==> src/rtl/ooat_pkg.sv <==
package ooat_pkg;

    localparam int HASH_W       = 32;
    localparam int BYTE_W       = 8;
    localparam int SIZE_W       = 16;
    localparam int FIFO_DEPTH   = 4;
    localparam int FIFO_AW      = $clog2(FIFO_DEPTH);
    localparam int FIFO_CW      = $clog2(FIFO_DEPTH + 1);
    localparam int DIV_CNT_W    = $clog2(HASH_W);

    localparam logic [SIZE_W-1:0] TABLE_SIZE_RST = SIZE_W'(1021);

    localparam int MIX_SHL   = 10;
    localparam int MIX_SHR   = 6;
    localparam int FIN_SHL_A = 3;
    localparam int FIN_SHR   = 11;
    localparam int FIN_SHL_B = 15;

    typedef struct packed {
        logic full;
        logic empty;
    } t_fifo_stat;

    typedef enum logic [2:0] {
        S_IDLE,
        S_FIN1,
        S_FIN2,
        S_FIN3,
        S_DIV,
        S_HOLD
    } t_back_state;

    function automatic logic [HASH_W-1:0] mix_byte(
        input logic [HASH_W-1:0] h,
        input logic [BYTE_W-1:0] b
    );
        logic [HASH_W-1:0] a;
        logic [HASH_W-1:0] c;
        a = h + HASH_W'(b);
        c = a + (a << MIX_SHL);
        return c ^ (c >> MIX_SHR);
    endfunction

endpackage

==> src/rtl/ooat_fifo.sv <==
module ooat_fifo
    import ooat_pkg::*;
(
    input  logic              i_clk,
    input  logic              i_rst_n,
    input  logic              i_push,
    input  logic [HASH_W-1:0] i_data,
    input  logic              i_pop,
    output logic [HASH_W-1:0] o_data,
    output t_fifo_stat        o_stat
);

    logic [HASH_W-1:0]  r_mem [FIFO_DEPTH];
    logic [FIFO_AW-1:0] r_wr_ptr;
    logic [FIFO_AW-1:0] r_rd_ptr;
    logic [FIFO_CW-1:0] r_count;
    logic               w_wr;
    logic               w_rd;

    assign o_stat.full  = (r_count == FIFO_CW'(FIFO_DEPTH));
    assign o_stat.empty = (r_count == '0);
    assign w_wr   = i_push && !o_stat.full;
    assign w_rd   = i_pop && !o_stat.empty;
    assign o_data = r_mem[r_rd_ptr];

    always_ff @(posedge i_clk) begin
        if (!i_rst_n) begin
            r_wr_ptr <= '0;
            r_rd_ptr <= '0;
            r_count  <= '0;
        end else begin
            if (w_wr) begin
                r_wr_ptr <= (r_wr_ptr == FIFO_AW'(FIFO_DEPTH - 1)) ? '0 : r_wr_ptr + 1'b1;
            end
            if (w_rd) begin
                r_rd_ptr <= (r_rd_ptr == FIFO_AW'(FIFO_DEPTH - 1)) ? '0 : r_rd_ptr + 1'b1;
            end
            if (w_wr && !w_rd) begin
                r_count <= r_count + 1'b1;
            end else if (w_rd && !w_wr) begin
                r_count <= r_count - 1'b1;
            end
        end
    end

    always_ff @(posedge i_clk) begin
        if (w_wr) begin
            r_mem[r_wr_ptr] <= i_data;
        end
    end

    a_count_bound: assert property (@(posedge i_clk) disable iff (!i_rst_n)
        r_count <= FIFO_CW'(FIFO_DEPTH))
        else $error("queue count beyond depth");

    a_ptr_track: assert property (@(posedge i_clk) disable iff (!i_rst_n)
        (r_count == '0 || r_count == FIFO_CW'(FIFO_DEPTH)) |-> (r_wr_ptr == r_rd_ptr))
        else $error("queue pointers disagree with count");

endmodule

==> src/rtl/ooat_front.sv <==
module ooat_front
    import ooat_pkg::*;
(
    input  logic              i_clk,
    input  logic              i_rst_n,
    input  logic              i_push,
    input  logic [BYTE_W-1:0] i_key_byte,
    input  logic              i_last,
    input  t_fifo_stat        i_q_stat,
    output logic              o_full,
    output logic              o_q_push,
    output logic [HASH_W-1:0] o_q_data
);

    logic [HASH_W-1:0] r_hash;
    logic [HASH_W-1:0] n_hash;
    logic              w_accept;

    assign o_full   = i_q_stat.full;
    assign w_accept = i_push && !i_q_stat.full;
    assign o_q_data = mix_byte(r_hash, i_key_byte);
    assign o_q_push = w_accept && i_last;

    always_comb begin
        n_hash = r_hash;
        if (w_accept) begin
            n_hash = i_last ? '0 : o_q_data;
        end
    end

    always_ff @(posedge i_clk) begin
        if (!i_rst_n) begin
            r_hash <= '0;
        end else begin
            r_hash <= n_hash;
        end
    end

    // a finished key leaves a clean hash behind
    a_clear_after_last: assert property (@(posedge i_clk) disable iff (!i_rst_n)
        (w_accept && i_last) |=> (r_hash == '0))
        else $error("running hash not cleared after last word");

endmodule

==> src/rtl/ooat_back.sv <==
module ooat_back
    import ooat_pkg::*;
(
    input  logic              i_clk,
    input  logic              i_rst_n,
    input  logic              i_cfg_we,
    input  logic [SIZE_W-1:0] i_cfg_wdata,
    input  t_fifo_stat        i_q_stat,
    input  logic [HASH_W-1:0] i_q_data,
    output logic              o_q_pop,
    input  logic              i_pop,
    output logic              o_empty,
    output logic [HASH_W-1:0] o_key_hash,
    output logic [SIZE_W-1:0] o_bucket_index
);

    t_back_state          r_state;
    t_back_state          n_state;
    logic [SIZE_W-1:0]    r_table_size;
    logic [HASH_W-1:0]    r_h;
    logic [HASH_W-1:0]    r_shift;
    logic [SIZE_W-1:0]    r_rem;
    logic [DIV_CNT_W-1:0] r_cnt;
    logic                 r_out_valid;
    logic                 w_out_load;
    logic                 w_div_last;
    logic [SIZE_W-1:0]    w_divisor;
    logic [SIZE_W:0]      w_trial;
    logic [SIZE_W-1:0]    w_rem_next;

    // zero buckets behaves as one bucket
    assign w_divisor  = (r_table_size == '0) ? SIZE_W'(1) : r_table_size;
    assign w_trial    = {r_rem, r_shift[HASH_W-1]};
    assign w_rem_next = (w_trial >= {1'b0, w_divisor}) ? SIZE_W'(w_trial - {1'b0, w_divisor})
                                                       : w_trial[SIZE_W-1:0];
    assign w_div_last = (r_cnt == DIV_CNT_W'(HASH_W - 1));

    always_comb begin
        n_state = r_state;
        unique case (r_state)
            S_IDLE: begin
                if (!i_q_stat.empty) begin
                    n_state = S_FIN1;
                end
            end
            S_FIN1: n_state = S_FIN2;
            S_FIN2: n_state = S_FIN3;
            S_FIN3: n_state = S_DIV;
            S_DIV: begin
                if (w_div_last) begin
                    n_state = S_HOLD;
                end
            end
            S_HOLD: begin
                if (!r_out_valid || i_pop) begin
                    n_state = S_IDLE;
                end
            end
            default: n_state = S_IDLE;
        endcase
    end

    always_comb begin
        o_q_pop    = 1'b0;
        w_out_load = 1'b0;
        unique case (r_state)
            S_IDLE:  o_q_pop    = !i_q_stat.empty;
            S_HOLD:  w_out_load = !r_out_valid || i_pop;
            default: ;
        endcase
    end

    always_ff @(posedge i_clk) begin
        if (!i_rst_n) begin
            r_state      <= S_IDLE;
            r_table_size <= TABLE_SIZE_RST;
            r_out_valid  <= 1'b0;
            r_cnt        <= '0;
        end else begin
            r_state <= n_state;
            if (i_cfg_we) begin
                r_table_size <= i_cfg_wdata;
            end
            if (w_out_load) begin
                r_out_valid <= 1'b1;
            end else if (i_pop) begin
                r_out_valid <= 1'b0;
            end
            if (r_state == S_DIV) begin
                r_cnt <= r_cnt + 1'b1;
            end else begin
                r_cnt <= '0;
            end
        end
    end

    always_ff @(posedge i_clk) begin
        case (r_state)
            S_IDLE: r_h <= i_q_data;
            S_FIN1: r_h <= r_h + (r_h << FIN_SHL_A);
            S_FIN2: r_h <= r_h ^ (r_h >> FIN_SHR);
            S_FIN3: begin
                r_h     <= r_h + (r_h << FIN_SHL_B);
                r_shift <= r_h + (r_h << FIN_SHL_B);
                r_rem   <= '0;
            end
            S_DIV: begin
                r_rem   <= w_rem_next;
                r_shift <= r_shift << 1;
            end
            default: ;
        endcase
        if (w_out_load) begin
            o_key_hash     <= r_h;
            o_bucket_index <= r_rem;
        end
    end

    assign o_empty = !r_out_valid;

    a_rem_below_divisor: assert property (@(posedge i_clk) disable iff (!i_rst_n)
        (r_state == S_HOLD) |-> (r_rem < w_divisor))
        else $error("remainder not reduced");

    a_cnt_only_in_div: assert property (@(posedge i_clk) disable iff (!i_rst_n)
        (r_state != S_DIV) |-> (r_cnt == '0))
        else $error("divide counter running outside divide");

endmodule

==> src/rtl/one_at_a_time_hash_bucket.sv <==
// channel   | handshake                  | data
// ----------+----------------------------+------------------------------
// input     | push / full                | i_key_byte, i_last
// result    | empty / pop                | o_key_hash, o_bucket_index
// config    | i_cfg_we                   | i_cfg_wdata (table size)
//
// key bytes are taken one per cycle while the 4-entry key queue has room
// each finished key passes through the back end: pop, 3 final-mix steps,
// 32 steps of the bit-serial remainder unit, then handoff to the result register
// reset clears the running hash, the queue and the result valid flag, table size goes to 1021
// a stalled result holds the back end, which then fills the queue and raises full
module one_at_a_time_hash_bucket
    import ooat_pkg::*;
(
    input  logic              i_clk,
    input  logic              i_rst_n,
    input  logic              push,
    output logic              full,
    input  logic [BYTE_W-1:0] i_key_byte,
    input  logic              i_last,
    output logic              empty,
    input  logic              pop,
    output logic [HASH_W-1:0] o_key_hash,
    output logic [SIZE_W-1:0] o_bucket_index,
    input  logic              i_cfg_we,
    input  logic [SIZE_W-1:0] i_cfg_wdata
);

    t_fifo_stat        w_q_stat;
    logic              w_q_push;
    logic [HASH_W-1:0] w_q_wdata;
    logic              w_q_pop;
    logic [HASH_W-1:0] w_q_rdata;

    ooat_front u_front (
        .i_clk      (i_clk),
        .i_rst_n    (i_rst_n),
        .i_push     (push),
        .i_key_byte (i_key_byte),
        .i_last     (i_last),
        .i_q_stat   (w_q_stat),
        .o_full     (full),
        .o_q_push   (w_q_push),
        .o_q_data   (w_q_wdata)
    );

    ooat_fifo u_fifo (
        .i_clk   (i_clk),
        .i_rst_n (i_rst_n),
        .i_push  (w_q_push),
        .i_data  (w_q_wdata),
        .i_pop   (w_q_pop),
        .o_data  (w_q_rdata),
        .o_stat  (w_q_stat)
    );

    ooat_back u_back (
        .i_clk          (i_clk),
        .i_rst_n        (i_rst_n),
        .i_cfg_we       (i_cfg_we),
        .i_cfg_wdata    (i_cfg_wdata),
        .i_q_stat       (w_q_stat),
        .i_q_data       (w_q_rdata),
        .o_q_pop        (w_q_pop),
        .i_pop          (pop),
        .o_empty        (empty),
        .o_key_hash     (o_key_hash),
        .o_bucket_index (o_bucket_index)
    );

endmodule
==> config.mk <==
export PLATFORM = sky130hd
export DESIGN_NAME = one_at_a_time_hash_bucket
export DESIGN_NICKNAME = d
export VERILOG_FILES = /design/src/rtl/ooat_pkg.sv /design/src/rtl/ooat_fifo.sv /design/src/rtl/ooat_front.sv /design/src/rtl/ooat_back.sv /design/src/rtl/one_at_a_time_hash_bucket.sv
export SDC_FILE = /design/constraint.sdc
export NUM_CORES = 1
export LEC_CHECK = 0
export BUFFER_PORTS_ARGS = -buffer_cell sky130_fd_sc_hd__buf_2
export CAP_MARGIN = 20
export CORE_ASPECT_RATIO = 1.4
export CORE_MARGIN = 1.5
export CORE_UTILIZATION = 45
export DETAILED_ROUTE_END_ITERATION = 6
export PLACE_DENSITY_LB_ADDON = 0.12
export SETUP_SLACK_MARGIN = 0.4
export SYNTH_ARGS = -nofsm -noshare
export SYNTH_HDL_FRONTEND = slang
export SYNTH_SLANG_ARGS = --single-unit
==> constraint.sdc <==
create_clock -name i_clk -period 8.7 [get_ports i_clk]
set_clock_uncertainty 0.1 [all_clocks]
set_input_delay 0.435 -clock i_clk [delete_from_list [all_inputs] [get_ports i_clk]]
set_output_delay 0.435 -clock i_clk [all_outputs]
set_load 0.02 [all_outputs]
==> impl_metrics.sql <==
INSERT INTO impl_metrics (metric_group, metric, value, unit) VALUES
('run_status', 'outcome', 'finished clean', ''),
('run', 'drv.max_cap_violation_count', '0', ''),
('setup_path', 'critical_path_peak_fanout', '6', ''),
('cts', 'maximum_count_of_clock_buffers_along_a_single_path', '3', ''),
('setup_path', 'cp-end-kind', 'register', ''),
('synthesis', 'synthTopCellsByArea', 'sky130_fd_sc_hd__edfxtp_1 43%, sky130_fd_sc_hd__dfxtp_1 7.4%, sky130_fd_sc_hd__ha_1 6.8%', ''),
('synthesis', 'synth_top_area_share', '43.2', '%'),
('pwr', 'leakagePower', '7.56', 'nW'),
('die', 'core_area', '0.0392', 'sq mm'),
('cts', 'tritoncts_num_sinks', '322', ''),
('detailed_routing', 'initialDrtViolationCount', '813', ''),
('die', 'starting_density_of_the_core', '45.4', '%'),
('synthesis', 'netlist_top_cells_count', '256 x sky130_fd_sc_hd__edfxtp_1, 146 x sky130_fd_sc_hd__nand2_1, 100 x sky130_fd_sc_hd__a21oi_1, 96 x sky130_fd_sc_hd__ha_1, 82 x sky130_fd_sc_hd__xnor2_1', ''),
('cells_and_area', 'core_occupancy_in_the_finished_layout', '50.8', '%'),
('setup_path', 'critPathRequiredTime', '8.96', 'ns'),
('detailed_routing', 'drt-wirelength-per-cell', '20.8', 'um'),
('cts', 'tritoncts', 'yes', ''),
('synthesis', 'yosys.cell_count.top_type', 'sky130_fd_sc_hd__edfxtp_1', ''),
('setup_path', 'critical_path.startpoint_type', 'register', ''),
('placed_design', 'detailed_place_hpwl', '33000', 'um'),
('synthesis', 'synth_enable_flop_cells', '256', ''),
('global_route', 'first_global_vias', '12600', ''),
('cts', 'post_cts.repair.setup_buffers', '0', ''),
('hold_path', 'hold_path.class', 'input port to register', ''),
('synthesis', 'ys_warn_count', '0', ''),
('detailed_routing', 'antenna_violating_nets_post_route', '0', ''),
('die', 'fp.dieW', '171', 'um'),
('global_route', 'grt_start_max_net_pins', '64', ''),
('placed_design', 'place.gp.congestion', '0.916', ''),
('placed_design', 'numPlacedInstances', '2123', ''),
('cells_and_area', 'syn2layout_area_growth', '11.9', '%'),
('detailed_routing', 'drt_pass1_iterations', '5', ''),
('synthesis', 'synthesis.area', '0.0178', 'sq mm'),
('sta', 'finalHoldViolCount', '0', ''),
('synthesis', 'syn_nets', '1689', ''),
('sta', 'max_clock_freq', '0.165', 'GHz'),
('pwr', 'vdd_ir_drop_max', '0.000177', 'V'),
('cts', 'cts.repair.resized', '0', ''),
('die', 'pin_count', '80', ''),
('cts', 'numCtsBuffers', '31', ''),
('sta', 'layout_worst_path_cycle_share', '69.8', '%'),
('pwr', 'power-per-cell-area', '387', 'mW/mm^2'),
('detailed_routing', 'vias', '12600', ''),
('cells_and_area', 'design.final.nets', '1771', ''),
('setup_path', 'arr_time_crit_path', '6.33', 'ns'),
('cells_and_area', 'finish.instance_area', '0.0199', 'sq mm'),
('cts', 'cts-htree-levels', '1', ''),
('sta', 'post-route-worst-setup-slack', '2.62', 'ns'),
('synthesis', 'syn-instance-count', '1557', ''),
('synthesis', 'seq_cells_post_synth', '322', ''),
('cts', 'cts_root_buffer', 'sky130_fd_sc_hd__clkbuf_16', ''),
('sta', 'tightest_slew', '0.983', 'ns'),
('sta', 'timing.setup.tns', '0', 'ns'),
('detailed_routing', 'drt-vias-per-instance', '5.74', ''),
('cells_and_area', 'final_cell_count_no_fill', '2190', ''),
('sta', 'setup_viol', '0', ''),
('detailed_routing', 'drt-total-wl', '45400', 'um'),
('synthesis', 'synth.lib_cells_used.distinct', '83', ''),
('cts', 'path_clk_slew', '0.07', 'ns'),
('synthesis', 'ys.flop_type', 'sky130_fd_sc_hd__edfxtp_1', ''),
('setup_path', 'worstSetupPathType', 'register to register', ''),
('synthesis', 'syn-mean-instance-area', '11.4', 'sq um'),
('global_route', 'initial_antenna_violation_count', '0', ''),
('cts', 'clock_insertion_delay_worst_skew', '0.57', 'ns'),
('global_route', 'grt_overflow', '0', ''),
('die', 'num_rows', '86', ''),
('sta', 'timing.slew.headroom', '34.4', '%'),
('cells_and_area', 'number_of_antenna_diodes', '0', ''),
('placed_design', 'pre_cts_slack', '2.36', 'ns'),
('cells_and_area', 'drive_above_1_share', '13.0', '%'),
('sta', 'final-max-slew-violation-count', '0', '');
==> cells by family after synthesis <==
group | synth area share, %
AND/OR/NAND/NOR | 12.1
flip-flops | 50.7
AO/OA/AOI/OAI | 15.3
adder cells (fa/ha/maj) | 7.43
buffers and inverters | 2.39
XOR/XNOR | 7.10
multiplexers | 5.04
==> critical path, stage by stage (launching register included) <==
cell                       delay (ns)
sky130_fd_sc_hd__dfxtp_1         0.31
sky130_fd_sc_hd__ha_1            0.22
sky130_fd_sc_hd__fa_1            0.41
sky130_fd_sc_hd__a21o_1          0.20
sky130_fd_sc_hd__a21oi_1         0.22
sky130_fd_sc_hd__o21bai_1        0.12
sky130_fd_sc_hd__a21oi_1         0.23
sky130_fd_sc_hd__o21bai_1        0.09
sky130_fd_sc_hd__a21oi_1         0.29
sky130_fd_sc_hd__nor2_1          0.18
sky130_fd_sc_hd__nand2_1         0.11
sky130_fd_sc_hd__xnor2_1         0.12
sky130_fd_sc_hd__ha_1            0.28
sky130_fd_sc_hd__fa_1            0.43
sky130_fd_sc_hd__a211oi_1        0.29
sky130_fd_sc_hd__o21bai_1        0.13
sky130_fd_sc_hd__o21ba_2         0.23
sky130_fd_sc_hd__o31ai_1         0.38
sky130_fd_sc_hd__o31ai_1         0.16
sky130_fd_sc_hd__a31oi_2         0.35
sky130_fd_sc_hd__nor3_1          0.12
sky130_fd_sc_hd__or4_4           0.44
sky130_fd_sc_hd__and2_4          0.20
sky130_fd_sc_hd__xnor2_1         0.28
==> metal layers <==
| metal | share of wire (%) | global-route usage, % | up-vias |
|---|---|---|---|
| li1 | - | - | 6060 |
| met1 | 40 | 27.4 | 6130 |
| met2 | 52 | 41.5 | 275 |
| met3 | 3.8 | 2.24 | 101 |
| met4 | 3.6 | 9.20 | 0 |
| met5 | 0 | 0 | - |
==> final cells by class <==
cell class	count	area [sq um]	area share [%]
timing repair buffer	109	659	3.31
inverter	52	195	0.981
clock buffer	37	808	4.06
tap	528	661	3.32
clock inverter	19	191	0.962
multi-input combinational	1123	8370	42.1
sequential	322	9010	45.3
==> where the power goes <==
| part | total, mW | internal, mW | switching (mW) |
|---|---|---|---|
| clock | 1.33 | 0.753 | 0.576 |
| combinational | 3.71 | 1.50 | 2.21 |
| sequential | 2.67 | 2.30 | 0.373 |
==> placed cells by master (no fill, tap or decap), drive strengths merged, types with 46 or more instances in the layout <==
cell	netlist	final
a21oi	100	100
o21ai	72	72
nor2b	46	46
ha	96	96
buf	13	100
dfxtp	66	66
xor2	57	57
edfxtp	256	256
nand2	146	146
inv	51	52
xnor2	82	82
nor2	74	74
==> path summary, 6_finish.rpt <==
kind	cells past startpoint	endpoint	slack [ns]	startpoint
setup / recovery	23	u_fifo.r_mem[1][22]$_DFFE_PP_	2.62	u_front.r_hash[0]$_SDFFE_PN0P_
hold / removal	3	u_back.r_table_size[15]$_SDFFE_PN0P_	0.03	i_cfg_wdata[15]
setup reg to reg	23	u_fifo.r_mem[1][22]$_DFFE_PP_	2.62	u_front.r_hash[0]$_SDFFE_PN0P_
hold reg to reg	1	u_back.r_cnt[0]$_SDFF_PN0_	0.35	u_back.r_cnt[0]$_SDFF_PN0_
==> metrics by stage <==
step	total power, mW	hold WS, ns
global placement	6.32	0.331
global route	8.25	0.0295
floorplan	5.30	0.318
finish	7.71	0.0290
CTS	7.74	0.000362
detailed placement	6.38	0.346
==> registers in the layout, summed over array words and instances, names as in the netlist, named ones only <==
signal,flops
u_back.r_h,32
u_back.o_key_hash,32
u_back.o_bucket_index,16
u_back.r_state,3
u_fifo.r_wr_ptr,2
u_fifo.r_rd_ptr,2
u_back.r_cnt,5
u_back.r_rem,16
u_fifo.r_count,3
u_front.r_hash,32
u_fifo.r_mem,128
u_back.r_out_valid,1
u_back.r_table_size,16
u_back.r_shift,32
==> what timing repair did <==
action,CTS,global route
setup endpoints to repair,0,0
endpoints found under the hold margin,9,0
hold buffers,9,0
(Power assumes the default switching activity.)
